==> config.mk <==
export PLATFORM = sky130hd
export DESIGN_NAME = sirc_ctrl
export DESIGN_NICKNAME = d
export VERILOG_FILES = /design/src/hdl/sirc_pkg.sv /design/src/hdl/sirc_ctrl.sv
export SDC_FILE = /design/constraint.sdc
export NUM_CORES = 1
export LEC_CHECK = 0
export ABC_AREA = 1
export BUFFER_PORTS_ARGS = -buffer_cell sky130_fd_sc_hd__buf_2
export CORE_AREA = 5 5 42 44
export CTS_CLUSTER_SIZE = 10
export DETAILED_ROUTE_END_ITERATION = 7
export DIE_AREA = 0 0 47 49
export SLEW_MARGIN = 20
export SYNTH_ARGS = -nofsm -noshare
export SYNTH_HDL_FRONTEND = slang
export SYNTH_SLANG_ARGS = --single-unit
==> constraint.sdc <==
create_clock -name clk -period 1.66 [get_ports clk]
set_input_delay 0.415 -clock clk [delete_from_list [all_inputs] [get_ports clk]]
set_output_delay 0.415 -clock clk [all_outputs]
set_load 0.05 [all_outputs]
==> src/hdl/sirc_pkg.sv <==
// ----------------------------------------------------------------------------
// sirc_pkg: shared definitions for the signed integer to radix text converter
// Holds default sizes, register indexes, character codes and the command and
// status bundles between the controller and the datapath.
// ----------------------------------------------------------------------------
package sirc_pkg;

  localparam int unsigned VALUE_BITS_DEF = 32;  // default input width
  localparam int unsigned MAX_BASE       = 16;  // cap on the alphabet length
  localparam int unsigned SYM_W          = 8;   // one text byte
  localparam int unsigned DIGIT_W        = 4;   // one digit value, radix <= 16
  localparam int unsigned ALPHA_N        = 16;  // symbol slots in the alphabet
  localparam int unsigned RADIX_W        = 5;   // radix_length register width
  localparam int unsigned CFG_DATA_W     = 64;  // widest register
  localparam int unsigned CFG_IDX_W      = 2;

  // Register indexes
  localparam logic [CFG_IDX_W-1:0] CFG_RADIX_LENGTH = 2'd0;
  localparam logic [CFG_IDX_W-1:0] CFG_SYMBOLS_LOW  = 2'd1;
  localparam logic [CFG_IDX_W-1:0] CFG_SYMBOLS_HIGH = 2'd2;

  // Character codes
  localparam logic [SYM_W-1:0] CH_PLUS  = 8'h2B;
  localparam logic [SYM_W-1:0] CH_MINUS = 8'h2D;
  localparam logic [SYM_W-1:0] CH_SPACE = 8'h20;
  localparam logic [SYM_W-1:0] CH_DEL   = 8'h7F;

  // Controller to datapath
  typedef struct packed {
    logic load;      // capture a new value, clear the digit count
    logic div_en;    // run one division step group
    logic div_last;  // final group of a division: store the digit
    logic ptr_load;  // point at the most significant digit
    logic ptr_dec;   // advance to the next lower digit
    logic out_load;  // fill the output register
    logic out_sign;  // output byte is the minus sign
  } sirc_cmd_t;

  // Datapath to controller
  typedef struct packed {
    logic alpha_ok;   // alphabet passes every check
    logic neg;        // captured value is negative
    logic quot_zero;  // quotient of the current division is zero
    logic ptr_zero;   // digit pointer at the least significant digit
    logic can_load;   // output register free or being emptied
  } sirc_stat_t;

endpackage

==> src/hdl/sirc_ctrl.sv <==
// ----------------------------------------------------------------------------
// sirc_ctrl: sequencer of the radix text converter
// Accepts a value, checks the alphabet (dropping the value if it fails), runs
// one division per digit, then sends any minus sign and the digits to the output register.
// ----------------------------------------------------------------------------
module sirc_ctrl import sirc_pkg::*; #(
  parameter int unsigned DIV_STEPS = 4
) (
  input  logic       clk,
  input  logic       rst_n,
  input  logic       in_valid,
  output logic       in_ready,
  input  sirc_stat_t stat,
  output sirc_cmd_t  cmd
);

  localparam int unsigned STEP_W = (DIV_STEPS > 1) ? $clog2(DIV_STEPS) : 1;
  localparam logic [STEP_W-1:0] STEP_LAST = STEP_W'(DIV_STEPS - 1);

  localparam logic [2:0] ST_IDLE  = 3'd0;
  localparam logic [2:0] ST_CHECK = 3'd1;
  localparam logic [2:0] ST_DIV   = 3'd2;
  localparam logic [2:0] ST_PREP  = 3'd3;
  localparam logic [2:0] ST_SIGN  = 3'd4;
  localparam logic [2:0] ST_EMIT  = 3'd5;

  logic [2:0]        state_r;
  logic [2:0]        state_nxt;
  logic [STEP_W-1:0] step_r;
  logic [STEP_W-1:0] step_nxt;

  always_ff @(posedge clk) begin
    if (!rst_n) begin
      state_r <= ST_IDLE;
      step_r  <= '0;
    end else begin
      state_r <= state_nxt;
      step_r  <= step_nxt;
    end
  end

  always_comb begin
    state_nxt = state_r;
    step_nxt  = '0;
    cmd       = '0;
    in_ready  = 1'b0;
    case (state_r)
      ST_IDLE: begin
        in_ready = 1'b1;
        if (in_valid) begin
          cmd.load  = 1'b1;
          state_nxt = ST_CHECK;
        end
      end
      ST_CHECK: begin
        state_nxt = stat.alpha_ok ? ST_DIV : ST_IDLE;
      end
      ST_DIV: begin
        cmd.div_en = 1'b1;
        if (step_r == STEP_LAST) begin
          cmd.div_last = 1'b1;
          if (stat.quot_zero) begin
            state_nxt = ST_PREP;
          end
        end else begin
          step_nxt = step_r + STEP_W'(1);
        end
      end
      ST_PREP: begin
        cmd.ptr_load = 1'b1;
        state_nxt    = stat.neg ? ST_SIGN : ST_EMIT;
      end
      ST_SIGN: begin
        if (stat.can_load) begin
          cmd.out_load = 1'b1;
          cmd.out_sign = 1'b1;
          state_nxt    = ST_EMIT;
        end
      end
      ST_EMIT: begin
        if (stat.can_load) begin
          cmd.out_load = 1'b1;
          if (stat.ptr_zero) begin
            state_nxt = ST_IDLE;
          end else begin
            cmd.ptr_dec = 1'b1;
          end
        end
      end
      default: begin
        state_nxt = ST_IDLE;
      end
    endcase
  end

  a_accept_check: assert property (@(posedge clk) disable iff (!rst_n)
    (in_valid && in_ready) |=> (state_r == ST_CHECK))
    else $error("accepted item not followed by the alphabet check");

  a_next_digit: assert property (@(posedge clk) disable iff (!rst_n)
    (state_r == ST_DIV && step_r == STEP_LAST && !stat.quot_zero)
      |=> (state_r == ST_DIV && step_r == '0))
    else $error("nonzero quotient did not start another digit");

  a_emit_done: assert property (@(posedge clk) disable iff (!rst_n)
    (state_r == ST_EMIT && stat.can_load && stat.ptr_zero) |=> (state_r == ST_IDLE))
    else $error("final digit sent but sequencer still busy");

endmodule

Word-level counts from Yosys, hierarchy flattened
Index checks and enable logic that the tools add are counted.
Word-level totals
  bits in registers: 5
  bits of input ports: 8
  output and inout bits: 8
  logic and storage cells: 41
Cells by class
  add/sub/neg operators: 1
  equality and inequality tests: 12
  muxes and demuxes: 21
  bitwise operators: 2
  reduce and logical (&&, ||, !) cells: 3
Operators with widths (count)
  3-bit two-way mux: 6
  3-bit one-hot mux with 6 select lines: 1
  2-bit inequality test, second input constant: 6
  1-bit two-way mux: 9
  2-bit two-way mux: 4
  3-bit by 2-bit equality test with 1-bit output, second input constant: 2
  3-bit equality test, second input constant: 2
  6-bit AND reduction: 1
  3-bit by 1-bit equality test with 1-bit output, second input constant: 1
  3-bit zero test: 1
  3-bit OR reduction: 1
  2-bit by 1-bit adder with 2-bit output, second input constant: 1
  2-bit equality test, second input constant: 1
  1-bit NOT: 2
  1-bit one-hot mux with 2 select lines: 1

Depth between registers and ports, before layout
  word-level depth: 3
  gate-level depth with buffers: 8
  gate-level depth less buffers: 8

Worst setup path after synthesis
Ideal clock, no wire load.
  path kind: reg2out
  from: reg state_r[2]
  to: out cmd[0] in the netlist's numbering
  arrival: 1310 ps
  data required time: 1245 ps
  setup slack: -65 ps
  cell stages (with the launch flop): 5
  cell sequence: dfxtp_1 -> inv_1 -> nor2_1 -> nand2_1 -> nor2_1
RTL lines
  start, declared: line sirc_ctrl.sv:27  | logic [2:0] state_r;
  start signal, assigned: line sirc_ctrl.sv:37  | state_r <= state_nxt;
  end, declared: line sirc_ctrl.sv:14  | output sirc_cmd_t cmd

==> flow_summary.yaml <==
die:
  start_util: 0.2384
  fp.dieH_um: 49
  die-area_sq_um: 2303
  core_sq_um: 1401
  fp-row-count: 14
  chipWidth_um: 47
  ios: 16
clocking:
  clockBufferDepth: 2
  cts_num_sinks: 5
  tritoncts: "done"
  clk_pin_slew_ps: 50
  cts_inserted_buffers: 3
  clk_root_buffer_cell: "clkbuf_4"
  postCtsSetupBuffers: 0
  cts-htree-levels: 1
  clkLatencyLatePin_ps: 240
sta:
  skew_ps: 3.538
  hold_slack_ps: 404.7
  setup_slack_ps: 95.64
  hold_violations: 0
  fin_crit_sh: 0.9424
  worstMarginPinSlew_ps: 214.5
  timing.fmax_mhz: 639.2
  rsz0062_at_grt: "no"
  setup_violations: 0
  report.final.slew_viol_count: 0
  maxSlewHeadroom: 0.8557
  fin_crit_ps: 1564
worst_setup_path:
  r2r-start: "step_r[0]$_SDFF_PP0_"
  crit_arrival_ps: 1150
  cp.required_ps: 1240
  r2r_setup_slack_ps: 570
  crit_fanout: 5
  cp-start-kind: "flop"
  r2r-end: "state_r[0]$_SDFFE_PN0P_"
  cp-end-kind: "primary output"
  r2r_cells: 7
  path_class: "reg -> out"
global_route:
  grt_pass1_wl_um: 1386
  grt_pass1_vias: 355
  grt_use_total: 0.08175
  grt.overflow.total: 0
  antenna_found_initial: 0
  grt_max_degree: 8
final_layout:
  area_delta_synth_final_pct: 56.55
  drive_gt1_frac: 0.5000
  stdcell_count: 90
  fill_cells: 161
  diodes: 0
  layout.nets: 84
synth:
  ys_ff_latch: 5
  syn-num-nets: 64
  syn_area_per_cell_sq_um: 6.074
  synth_area_leaders: "dfxtp_1 30%, nand2_1 19%, inv_1 12%, nand3_2 9.0%, nor2_1 9.0%"
  synthCells: 55
  seq_area_frac_synth: 0.2996
  ys_types: 12
  ys_warn_count: 0
  synth_top_area_frac: 0.2996
  syn_area_sq_um: 334.1
  yosysTopAreaCell: "dfxtp_1"
detailed_routing:
  drtPass1Iterations: 4
  wl_per_cell_um: 8.567
  viasPerCell: 4.178
  vias: 376
  ant_nets: 0
  drc_errors: 0
  routed_wl_um: 771
  drt_iter0_drc: 4
placed_design:
  pre_cts_ws_ps: 169.2
  dpl.hpwl_um: 626.1
  io_buffers: 15
  place_congestion: 0.6856
  dp.cells: 86
hold_path:
  hold_path.class: "in -> reg"
  hold_path_end: "state_r[2]$_SDFFE_PN0P_"
  worstHoldStart: "rst_n"
  holdPathStages: 3
flow_run:
  drv_cap: 0
power_and_ir_drop:
  p_leak_nw: 0.2859
  p_total_w: 0.0009029
  peakVddDrop_mv: 0.7161
  power_density_nw_per_um2: 1726
status:
  status: "completed"
## synth_stat cells
cell type  number
nand2_1        17
nand2_2         1
nor4_1          2
a21oi_1         1
nor2_1          8
nand3_2         3
inv_2           2
nor2_2          2
inv_1          11
ha_1            1
nand4_1         2
dfxtp_1         5
## repair_timing
action | 4_1_cts | 5_1_grt
endpoints found under the setup margin | 8 | 8
pin swaps | 0 | 3
hold buffers | 0 | 0
gates cloned | 0 | 0
gates resized for setup | 10 | 14
## cells in the final DEF (no fill, tap or decap)
| master | count |
|---|---|
| nand4_1 | 2 |
| buf_6 | 5 |
| dfxtp_1 | 2 |
| a21oi_1 | 1 |
| dfxtp_4 | 1 |
| clkbuf_1 | 1 |
| inv_2 | 3 |
| nand2_2 | 2 |
| nor4_1 | 2 |
| ha_1 | 1 |
| nor2_2 | 7 |
| nand3_2 | 3 |
| nand2_1 | 16 |
| dfxtp_2 | 2 |
| buf_2 | 7 |
| clkbuf_4 | 3 |
| buf_4 | 3 |
| inv_1 | 10 |
| nor2_1 | 2 |
| nor2_4 | 1 |
## cell type report
| type | count | area, sq um | area share |
|---|---|---|---|
| clock buffer | 4 | 26.28 | 0.05024 |
| inverter | 13 | 48.80 | 0.09330 |
| multi-input combinational | 37 | 207.7 | 0.3971 |
| sequential | 5 | 106.4 | 0.2033 |
| tap | 16 | 20.02 | 0.03828 |
| timing repair buffer | 15 | 113.9 | 0.2177 |
## critical path, stage by stage, from the launching register on
cell	delay (ps)
dfxtp_4	370
inv_2	70
nor2_2	110
nand2_2	80
nor2_2	120
buf_6	160
## flip-flops by register name (all words and copies together), names as in the netlist
signal	cells
state_r	3
step_r	2
## metrics by stage
step	utilization	area (sq um)	setup TNS [ps]
finish	0.3732	523.0	0
global placement	0.3098	434.2	0
CTS	0.3464	485.5	-2.075
global route	0.3732	523.0	0
floorplan	-	339.1	-130.4
detailed placement	0.3098	434.2	0
## worst max path at each step
stage / startpoint / endpoint / slack (ps) / cells past startpoint
3_5_place_dp: state_r[2]$_SDFFE_PN0P_ / cmd[0] / 170 / 5
4_1_cts: state_r[2]$_SDFFE_PN0P_ / cmd[0] / -2 / 5
2_1_floorplan: state_r[2]$_SDFFE_PN0P_ / cmd[0] / -70 / 4
3_3_place_gp: state_r[2]$_SDFFE_PN0P_ / cmd[0] / 150 / 5
5_1_grt: state_r[1]$_SDFFE_PN0P_ / cmd[4] / 4 / 5
6_report: state_r[2]$_SDFFE_PN0P_ / cmd[0] / 100 / 5
## metal layers
layer	GRT usage	share of wire
met1	0.09692	0.42
met4	0.05530	0
met2	0.1222	0.51
met3	0.02214	0.070
met5	0	0
## power breakdown
part | total, W | switching, W | internal (W)
registers | 0.000218 | 0.0000554 | 0.000163
logic | 0.000545 | 0.000369 | 0.000175
clock network | 0.000140 | 0.0000488 | 0.0000908
## cell families (layout without fill, tap and decap cells)
family | after synthesis | in the layout | synth area share
and+or+nand+nor | 35 | 35 | 0.5019
buffers and inverters | 13 | 32 | 0.1461
DFF | 5 | 5 | 0.2996
adders and majority gates | 1 | 1 | 0.03745
AOI/OAI and AO/OA | 1 | 1 | 0.01497
(Power assumes the default switching activity.)
