## config.mk

```make
export PLATFORM = sky130hd
export DESIGN_NAME = sirc_datapath
export DESIGN_NICKNAME = d
export VERILOG_FILES = /design/src/hdl/sirc_pkg.sv /design/src/hdl/sirc_datapath.sv
export SDC_FILE = /design/constraint.sdc
export NUM_CORES = 1
export LEC_CHECK = 0
export BUFFER_PORTS_ARGS = -buffer_cell sky130_fd_sc_hd__buf_4
export CAP_MARGIN = 0
export CORE_MARGIN = 5
export CORE_UTILIZATION = 25
export CTS_BUF_LIST = sky130_fd_sc_hd__clkbuf_2 sky130_fd_sc_hd__clkbuf_4 sky130_fd_sc_hd__clkbuf_8
export CTS_CLUSTER_DIAMETER = 200
export CTS_CLUSTER_SIZE = 25
export DETAILED_ROUTE_END_ITERATION = 7
export PLACE_DENSITY = 0.38
export SLEW_MARGIN = 20
export SYNTH_ARGS = -nofsm -noshare
export SYNTH_HDL_FRONTEND = slang
export SYNTH_SLANG_ARGS = --single-unit
```

## constraint.sdc

```tcl
create_clock -name clk -period 15.7 [get_ports clk]
set_input_delay 3.14 -clock clk [delete_from_list [all_inputs] [get_ports clk]]
set_output_delay 3.14 -clock clk [all_outputs]
set_load 0.05 [all_outputs]
```

## src/hdl/sirc_pkg.sv

```systemverilog
// ----------------------------------------------------------------------------
// sirc_pkg: shared definitions for the signed integer to radix text converter
// Holds default sizes, register indexes, character codes and the command and
// status bundles between the controller and the datapath.
// ----------------------------------------------------------------------------
package sirc_pkg;

  localparam int unsigned VALUE_BITS_DEF = 32;  // default input width
  localparam int unsigned MAX_BASE       = 16;  // cap on the alphabet length
  localparam int unsigned SYM_W          = 8;   // one text byte
  localparam int unsigned DIGIT_W        = 4;   // one digit value, radix <= 16
  localparam int unsigned ALPHA_N        = 16;  // symbol slots in the alphabet
  localparam int unsigned RADIX_W        = 5;   // radix_length register width
  localparam int unsigned CFG_DATA_W     = 64;  // widest register
  localparam int unsigned CFG_IDX_W      = 2;

  // Register indexes
  localparam logic [CFG_IDX_W-1:0] CFG_RADIX_LENGTH = 2'd0;
  localparam logic [CFG_IDX_W-1:0] CFG_SYMBOLS_LOW  = 2'd1;
  localparam logic [CFG_IDX_W-1:0] CFG_SYMBOLS_HIGH = 2'd2;

  // Character codes
  localparam logic [SYM_W-1:0] CH_PLUS  = 8'h2B;
  localparam logic [SYM_W-1:0] CH_MINUS = 8'h2D;
  localparam logic [SYM_W-1:0] CH_SPACE = 8'h20;
  localparam logic [SYM_W-1:0] CH_DEL   = 8'h7F;

  // Controller to datapath
  typedef struct packed {
    logic load;      // capture a new value, clear the digit count
    logic div_en;    // run one division step group
    logic div_last;  // final group of a division: store the digit
    logic ptr_load;  // point at the most significant digit
    logic ptr_dec;   // advance to the next lower digit
    logic out_load;  // fill the output register
    logic out_sign;  // output byte is the minus sign
  } sirc_cmd_t;

  // Datapath to controller
  typedef struct packed {
    logic alpha_ok;   // alphabet passes every check
    logic neg;        // captured value is negative
    logic quot_zero;  // quotient of the current division is zero
    logic ptr_zero;   // digit pointer at the least significant digit
    logic can_load;   // output register free or being emptied
  } sirc_stat_t;

endpackage

```

## src/hdl/sirc_datapath.sv

```systemverilog
// ----------------------------------------------------------------------------
// sirc_datapath: registers, alphabet check, divider and digit store
// Divides the magnitude by the radix a few bits per cycle, keeps the digits
// in a small memory and feeds them, top digit first, to the output register.
// ----------------------------------------------------------------------------
module sirc_datapath import sirc_pkg::*; #(
  parameter int unsigned VALUE_BITS = VALUE_BITS_DEF,
  parameter int unsigned DIV_STEP   = 8
) (
  input  logic                         clk,
  input  logic                         rst_n,
  input  logic                         cfg_we,
  input  logic [CFG_IDX_W-1:0]         cfg_index,
  input  logic [CFG_DATA_W-1:0]        cfg_data,
  input  logic signed [VALUE_BITS-1:0] in_value,
  input  sirc_cmd_t                    cmd,
  output sirc_stat_t                   stat,
  output logic                         out_valid,
  input  logic                         out_ready,
  output logic [SYM_W-1:0]             out_symbol,
  output logic                         out_last
);

  localparam int unsigned CNT_W  = $clog2(VALUE_BITS + 1);
  localparam int unsigned ADDR_W = $clog2(VALUE_BITS);

  logic [RADIX_W-1:0]          radix_len_r;
  logic [CFG_DATA_W-1:0]       sym_lo_r;
  logic [CFG_DATA_W-1:0]       sym_hi_r;
  logic [ALPHA_N*SYM_W-1:0]    alpha;
  logic [RADIX_W-1:0]          radix_use;
  logic                        alpha_ok;

  logic [VALUE_BITS-1:0]       value_u;
  logic [VALUE_BITS-1:0]       mag;
  logic [VALUE_BITS-1:0]       sh_r;
  logic [DIGIT_W-1:0]          rem_r;
  logic                        neg_r;
  logic [VALUE_BITS-1:0]       div_sh;
  logic [DIGIT_W-1:0]          div_rem;

  logic [CNT_W-1:0]            count_r;
  logic [ADDR_W-1:0]           ptr_r;
  logic [ADDR_W-1:0]           ptr_nxt;
  logic [DIGIT_W-1:0]          digit_mem [VALUE_BITS];
  logic [DIGIT_W-1:0]          rd_data_r;

  logic                        out_valid_r;
  logic [SYM_W-1:0]            out_symbol_r;
  logic                        out_last_r;
  logic                        can_load;

  // Configuration registers
  always_ff @(posedge clk) begin
    if (!rst_n) begin
      radix_len_r <= '0;
      sym_lo_r    <= '0;
      sym_hi_r    <= '0;
    end else if (cfg_we) begin
      case (cfg_index)
        CFG_RADIX_LENGTH: radix_len_r <= cfg_data[RADIX_W-1:0];
        CFG_SYMBOLS_LOW:  sym_lo_r    <= cfg_data;
        CFG_SYMBOLS_HIGH: sym_hi_r    <= cfg_data;
        default:          ;
      endcase
    end
  end

  assign alpha     = {sym_hi_r, sym_lo_r};
  assign radix_use = (radix_len_r > RADIX_W'(MAX_BASE)) ? RADIX_W'(MAX_BASE) : radix_len_r;

  // Alphabet check: two or more symbols, printable, no space or sign characters, no duplicates
  always_comb begin
    logic [SYM_W-1:0] c;
    alpha_ok = (radix_use >= RADIX_W'(2));
    for (int i = 0; i < ALPHA_N; i++) begin
      c = alpha[i*SYM_W +: SYM_W];
      if (RADIX_W'(i) < radix_use) begin
        if (c == CH_PLUS || c == CH_MINUS || c <= CH_SPACE || c >= CH_DEL) begin
          alpha_ok = 1'b0;
        end
        for (int j = i + 1; j < ALPHA_N; j++) begin
          if (RADIX_W'(j) < radix_use && alpha[j*SYM_W +: SYM_W] == c) begin
            alpha_ok = 1'b0;
          end
        end
      end
    end
  end

  // Magnitude as unsigned, so the most negative value needs no extra bit
  assign value_u = in_value;
  assign mag     = value_u[VALUE_BITS-1] ? (VALUE_BITS'(0) - value_u) : value_u;

  // Restoring division, DIV_STEP quotient bits per cycle
  always_comb begin
    logic [DIGIT_W:0]        p;
    logic [DIGIT_W-1:0]      rem_v;
    logic [VALUE_BITS-1:0]   sh_v;
    rem_v = rem_r;
    sh_v  = sh_r;
    for (int k = 0; k < DIV_STEP; k++) begin
      p    = {rem_v, sh_v[VALUE_BITS-1]};
      sh_v = {sh_v[VALUE_BITS-2:0], 1'b0};
      if (p >= (DIGIT_W+1)'(radix_use)) begin
        rem_v   = DIGIT_W'(p - (DIGIT_W+1)'(radix_use));
        sh_v[0] = 1'b1;
      end else begin
        rem_v = p[DIGIT_W-1:0];
      end
    end
    div_sh  = sh_v;
    div_rem = rem_v;
  end

  always_ff @(posedge clk) begin
    if (cmd.load) begin
      sh_r  <= mag;
      rem_r <= '0;
      neg_r <= value_u[VALUE_BITS-1];
    end else if (cmd.div_en) begin
      sh_r  <= div_sh;
      rem_r <= cmd.div_last ? '0 : div_rem;
    end
  end

  always_ff @(posedge clk) begin
    if (!rst_n) begin
      count_r <= '0;
      ptr_r   <= '0;
    end else begin
      if (cmd.load) begin
        count_r <= '0;
      end else if (cmd.div_last) begin
        count_r <= count_r + CNT_W'(1);
      end
      ptr_r <= ptr_nxt;
    end
  end

  always_comb begin
    ptr_nxt = ptr_r;
    if (cmd.ptr_load) begin
      ptr_nxt = ADDR_W'(count_r - CNT_W'(1));
    end else if (cmd.ptr_dec) begin
      ptr_nxt = ptr_r - ADDR_W'(1);
    end
  end

  // Digit store: least significant digit at address 0
  always_ff @(posedge clk) begin
    if (cmd.div_last) begin
      digit_mem[count_r[ADDR_W-1:0]] <= div_rem;
    end
    rd_data_r <= digit_mem[ptr_nxt];
  end

  // Output register
  assign can_load = !out_valid_r || out_ready;

  always_ff @(posedge clk) begin
    if (!rst_n) begin
      out_valid_r <= 1'b0;
    end else if (cmd.out_load) begin
      out_valid_r <= 1'b1;
    end else if (out_ready) begin
      out_valid_r <= 1'b0;
    end
  end

  always_ff @(posedge clk) begin
    if (cmd.out_load) begin
      out_symbol_r <= cmd.out_sign ? CH_MINUS : alpha[rd_data_r*SYM_W +: SYM_W];
      out_last_r   <= !cmd.out_sign && (ptr_r == '0);
    end
  end

  assign out_valid  = out_valid_r;
  assign out_symbol = out_symbol_r;
  assign out_last   = out_last_r;

  assign stat.alpha_ok  = alpha_ok;
  assign stat.neg       = neg_r;
  assign stat.quot_zero = (div_sh == '0);
  assign stat.ptr_zero  = (ptr_r == '0);
  assign stat.can_load  = can_load;

  // Never overwrite a byte the receiver has not taken
  a_no_overwrite: assert property (@(posedge clk) disable iff (!rst_n)
    cmd.out_load |-> (!out_valid_r || out_ready))
    else $error("output register overwritten while full");

  // Digit count stays within the store
  a_count_range: assert property (@(posedge clk) disable iff (!rst_n)
    cmd.div_last |-> (count_r < CNT_W'(VALUE_BITS)))
    else $error("digit store overflow");

endmodule

```

# After elaboration in Yosys (flattened, before gate mapping)
# Memories as Yosys holds them, arrays and structs flattened. A register that Yosys moved wholly into a read port is not among the register bits.
# Index checks and enable logic that the tools add are counted.
[totals]
ff_bits = 191
n_memories = 1
wordCells = 598
inputBits = 109
ramBits = 128
[mem_list]
columns = ["name", "depth", "word_bits", "read_ports", "rd_ports_with_merged_regs", "wr", "line_no", "rtl"]
rows = [
  ["digit_mem", 32, 4, 1, 1, 1, "sirc_datapath.sv:45", "logic [DIGIT_W-1:0] digit_mem [VALUE_BITS];"],
]
[classes]
n_mux = 179
shifts = 1
addsub = 12
bitwise_logic = 1
n_reduce_logical = 181
magnitude_cmp = 58
n_eq_ne = 154
[op_table]
columns = ["operator", "n"]
rows = [
  ["8-bit equality test", 120],
  ["8-bit by 6-bit equality test with 1-bit output (second input constant)", 32],
  ["1-bit 2-to-1 mux", 164],
  ["8-bit by 7-bit greater-or-equal comparator with 1-bit output (second input constant)", 16],
  ["8-bit by 6-bit <= comparator with 1-bit output (second input constant)", 16],
  ["128-bit by 8-bit indexed part select with 8-bit output", 1],
  ["1-bit logical AND", 121],
  ["32-bit 2-to-1 mux", 3],
  ["1-bit logical OR", 49],
  ["5-bit greater-or-equal comparator", 8],
  ["4-bit by 5-bit < comparator with 1-bit output (first input constant)", 8],
  ["4-bit 2-to-1 mux", 9],
  ["32-bit logical NOT", 1],
  ["1-bit by 32-bit subtractor with 32-bit output (first input constant)", 1],
  ["4-bit subtractor", 8],
  ["3-bit by 5-bit < comparator with 1-bit output (first input constant)", 4],
  ["5-bit 2-to-1 mux", 3],
  ["1-bit by 5-bit < comparator with 1-bit output (first input constant)", 2],
  ["2-bit by 5-bit < comparator with 1-bit output (first input constant)", 2],
  ["5-bit by 1-bit subtractor with 5-bit output (second input constant)", 2],
  ["6-bit by 1-bit adder with 6-bit output (second input constant)", 1],
  ["2-bit AND reduction", 3],
  ["5-bit by 2-bit greater-or-equal comparator with 1-bit output (second input constant)", 1],
  ["5-bit greater-than comparator (second input constant)", 1],
  ["other kinds (8)", 10],
]

# Logic depth before layout (Yosys ltp)
[depth]
depth_word = 156
depth_mapped = 61
mapped_depth_nobuf = 55

# Least setup slack after synthesis
# Ideal clock, no wire load.
[synth_path]
path_type = "register to output"
startpoint = "reg radix_len_r[4]"
endpoint = "out stat[2] in the netlist's numbering"
stages_incl_launch_ff = 61
path_buffers = 6
slack_ns = -0.880
arrival_ns = 13.440
required_time_ns = 12.560
cell_sequence = "dfxtp_1 buf_2 clkinv_1 nand2_1 ha_1 nor2b_1 o21ai_0 nand3b_1 a21o_1 a21o_1 clkbuf_1 mux2i_1 ha_1 a21o_1 a21o_1 a21o_1 a21oi_1 mux2i_1 (+25 left out) a21o_1 clkbuf_1 mux2i_1 ha_1 a21o_1 a21o_1 a21o_1 a21oi_1 buf_1 mux2i_1 ha_1 a21o_1 a21o_1 a21o_1 a21oi_1 nand4_1 nor3_1 and3_1"
[synth_lines]
columns = ["element", "line_no", "rtl"]
rows = [
  ["from (decl)", "sirc_datapath.sv:27", "logic [RADIX_W-1:0] radix_len_r;"],
  ["from (signal assigned)", "sirc_datapath.sv:61", "CFG_RADIX_LENGTH: radix_len_r <= cfg_data[RADIX_W-1:0];"],
  ["to (decl)", "sirc_datapath.sv:17", "output sirc_stat_t stat,"],
]

==> results.md <==
- Outcome: completed
- Post-Route WL: 124 mm
- Gr usage total: 0.195
- NumNets Final: about 3300
- Worst EP arrival: 11.95 ns
- Reg-to-Reg End: digit_mem[10][3]
- CTS root buf: clkbuf_8
- Post-synth top cells: xnor2_1 (546), xor2_1 (452), nand2_1 (307), buf_2 (197), edfxtp_1 (170)
- I/O pin cnt: 124
- HP Class: register to register
- Initial DRC count: 2032
- Top fanout value on the critical path: 8
- Flop-to-flop setup slack: 3.28 ns
- Setup crit end kind: output port
- Synth top area cells: edfxtp_1 (18%), xnor2_1 (17%), xor2_1 (14%), dfxtp_1 (11%), mux4_2 (5.6%)
- Sequential fraction of the synthesis area: 0.282
- Synth Flop Type: edfxtp_1
- Count leader, synth: xnor2_1
- Hold path startpoint: sym_hi_r[59]
- Antenna violations before repair: 6
- Routability Congestion: 0.871
- TritonCTS Buffers: 17
- Clk slew on worst S/H paths: about 0.19 ns
- Pins Over Slew Limit: 0
- H-tree levels: 1
- Final global-route overflow total: 0
- Area occupied by multi-input gates: 0.0193 mm2
- Max Root-Sink Buffers: 3
- Period utilization: 0.961
- Most used cell, CP: a21o_1
- Vias in the first global route: 23600
- Layout cells sized above 1: 0.151
- Rows: 124
- Hold Crit Depth: 2
- Final Hold Vio Count: 0
- Residual DRC: 0
- Die X-Extent: 350 um
- Slew HR: 0.218
- First-pass GRT wire length: 176 mm
- Largest net degree at the start of global routing: 74
- Drt pass-1 iters: 7
- # setup viols final: 0
- Syn nets: 3366
- Max frequency: around 0.066 GHz
- Antenna viol nets, final: 0
- Clock sinks: 322
- CP max-delay cell: dfxtp_4
- Via count: between 20000 and 25000
- DP Wirelength: 76.7 mm
- Synth Area per Inst: approximately 9 um2
- Critical Path RT: 12.56 ns
- YS warnings: 0
- Post-synth EDFFs: 170
- Drt wl/cell: 26.3 um
- Die area: 0.123 mm2
- Min Clock Period, post-route: between 15 and 20 ns
- Kind of critical path: register to output port
- Mapped Cells: between 3000 and 4000
- Mapped Area: 0.0289 mm2
- Register Area: 0.00815 mm2
- Placed cells: approximately 4600
- Worst R2R Start: radix_len_r[4]
- Least-Margin Pin Slew: approximately 1.2 ns
- Startpoint Class: register
- CTS tree: done
- WHS Endpoint: sym_hi_r[59]
- Worst-Skew Late Latency: 0.74 ns
- Post-synthesis cell type count: 75
- Crit-path max cell delay: slightly below 0.4 ns
- Clock skew: about 0.15 ns
- Port-buffer cells: 123
- Leading area contributor after synthesis: edfxtp_1
- MaxCap Viol Count: 0
- R2R depth: 55
- Synth Register Bits: between 300 and 400
- Core area: 0.115 mm2
- Ys async rst share: 0
- Area delta synth->final: 11.2%
- Synth top area share: 0.176
- Vias per cell: 5.14
- Initial core utilization: 0.252
- Fillers: 12200
- Cell Count, Final, Fillers Out: 4696
- Die Span Y: 350 um
==> per-stage QoR <==
step | setup TNS (ns) | area, um2 | hold WS (ns) | util | setup WS (ns)
global route | -0.0506 | 32200 | 0.507 | 0.281 | -0.0506
floorplan | 0 | 28900 | 0.462 | - | 0.0306
CTS | 0 | 31900 | 0.482 | 0.278 | 0.0371
finish | 0 | 32200 | 0.478 | 0.281 | 0.610
detailed placement | -0.345 | 31400 | 0.460 | 0.274 | -0.345
global placement | -0.298 | 31400 | 0.457 | 0.274 | -0.298
==> metal layers <==
layer	GRT usage	wire length [um]
met1	0.256	53100
met2	0.329	57800
met3	0.0262	7630
met4	0.0699	5180
met5	0	13
==> worst max-delay path, delay by kind of cell, from the launching register on <==
family,cells,cell delay [ns]
multiplexers,7,1.68
AO/OA/AOI/OAI,29,5.58
adder cells (fa/ha/maj),8,2.10
flip-flops,1,0.39
buffers and inverters,4,0.49
AND/OR/NAND/NOR,8,0.97
==> sequential cells by signal, summed over array words and instances, names as in the netlist <==
signal,flops
rem_r,4
ptr_r,5
sh_r,32
out_last,1
sym_hi_r,64
neg_r,1
radix_len_r,5
count_r,5
out_valid,1
digit_mem,128
rd_data_r,4
sym_lo_r,64
out_symbol,8
==> cells in the final DEF, fill, tap and decap left out, types with 10 or more instances in the layout <==
| cell | instances |
|---|---|
| nor3_1 | 73 |
| o21ai_0 | 24 |
| nand3_1 | 40 |
| a211oi_1 | 12 |
| buf_4 | 303 |
| clkbuf_8 | 17 |
| nor4_1 | 128 |
| nor2b_1 | 23 |
| o31ai_1 | 24 |
| inv_1 | 47 |
| nand2b_1 | 16 |
| xor2_1 | 452 |
| nor2_1 | 102 |
| a21boi_0 | 131 |
| nand2_1 | 306 |
| a21o_1 | 30 |
| or4_1 | 13 |
| mux2_2 | 10 |
| mux2i_1 | 22 |
| xnor2_1 | 546 |
| ha_1 | 45 |
| edfxtp_1 | 170 |
| mux4_2 | 72 |
| dfxtp_1 | 149 |
| a31oi_1 | 35 |
| a21oi_1 | 76 |
| nand4_1 | 148 |
==> what timing repair did <==
| item | 4_1_cts | 5_1_grt |
|---|---|---|
| setup buffers | 9 | 17 |
| pin swaps | 3 | 12 |
| endpoints found under the setup margin | 1 | 1 |
| hold buffers | 0 | 0 |
| resized for setup | 23 | 22 |
==> logic make-up (layout without fill, tap and decap cells) <==
group                      after synthesis  in the layout  share of synthesized area
AOI/OAI and AO/OA                      399            399                     0.0962
buffers and inverters                  400            379                     0.0619
and+or+nand+nor                        910            910                      0.160
xor gates and xnor gates               998            998                      0.302
other                                    0              4                          0
DFF                                    322            322                      0.282
adders and majority gates               56             56                     0.0263
muxes                                  116            116                     0.0717
==> worst max-delay path by stage <==
stage,startpoint,endpoint,slack [ns],depth (start not counted)
2_1_floorplan,radix_len_r[4],stat[2],0.03,60
3_3_place_gp,radix_len_r[4],stat[2],-0.30,56
4_1_cts,radix_len_r[4],stat[2],0.04,56
6_report,radix_len_r[4],stat[2],0.61,56
3_5_place_dp,radix_len_r[4],stat[2],-0.34,56
5_1_grt,radix_len_r[4],stat[2],-0.05,56
==> final cells by class <==
| cell class | instances | share of cell area |
|---|---|---|
| Tap cell | 1512 | 0.0588 |
| Sequential cell | 322 | 0.253 |
| Clock inverter | 3 | 0.00124 |
| Antenna cell | 4 | 0.000311 |
| Timing Repair Buffer | 304 | 0.0712 |
| Clock buffer | 24 | 0.00891 |
| Multi-Input combinational cell | 2479 | 0.600 |
| Inverter | 48 | 0.00564 |
Power is not shown: default switching activity piles up to over one toggle a cycle in this logic, so the estimate is an artifact.
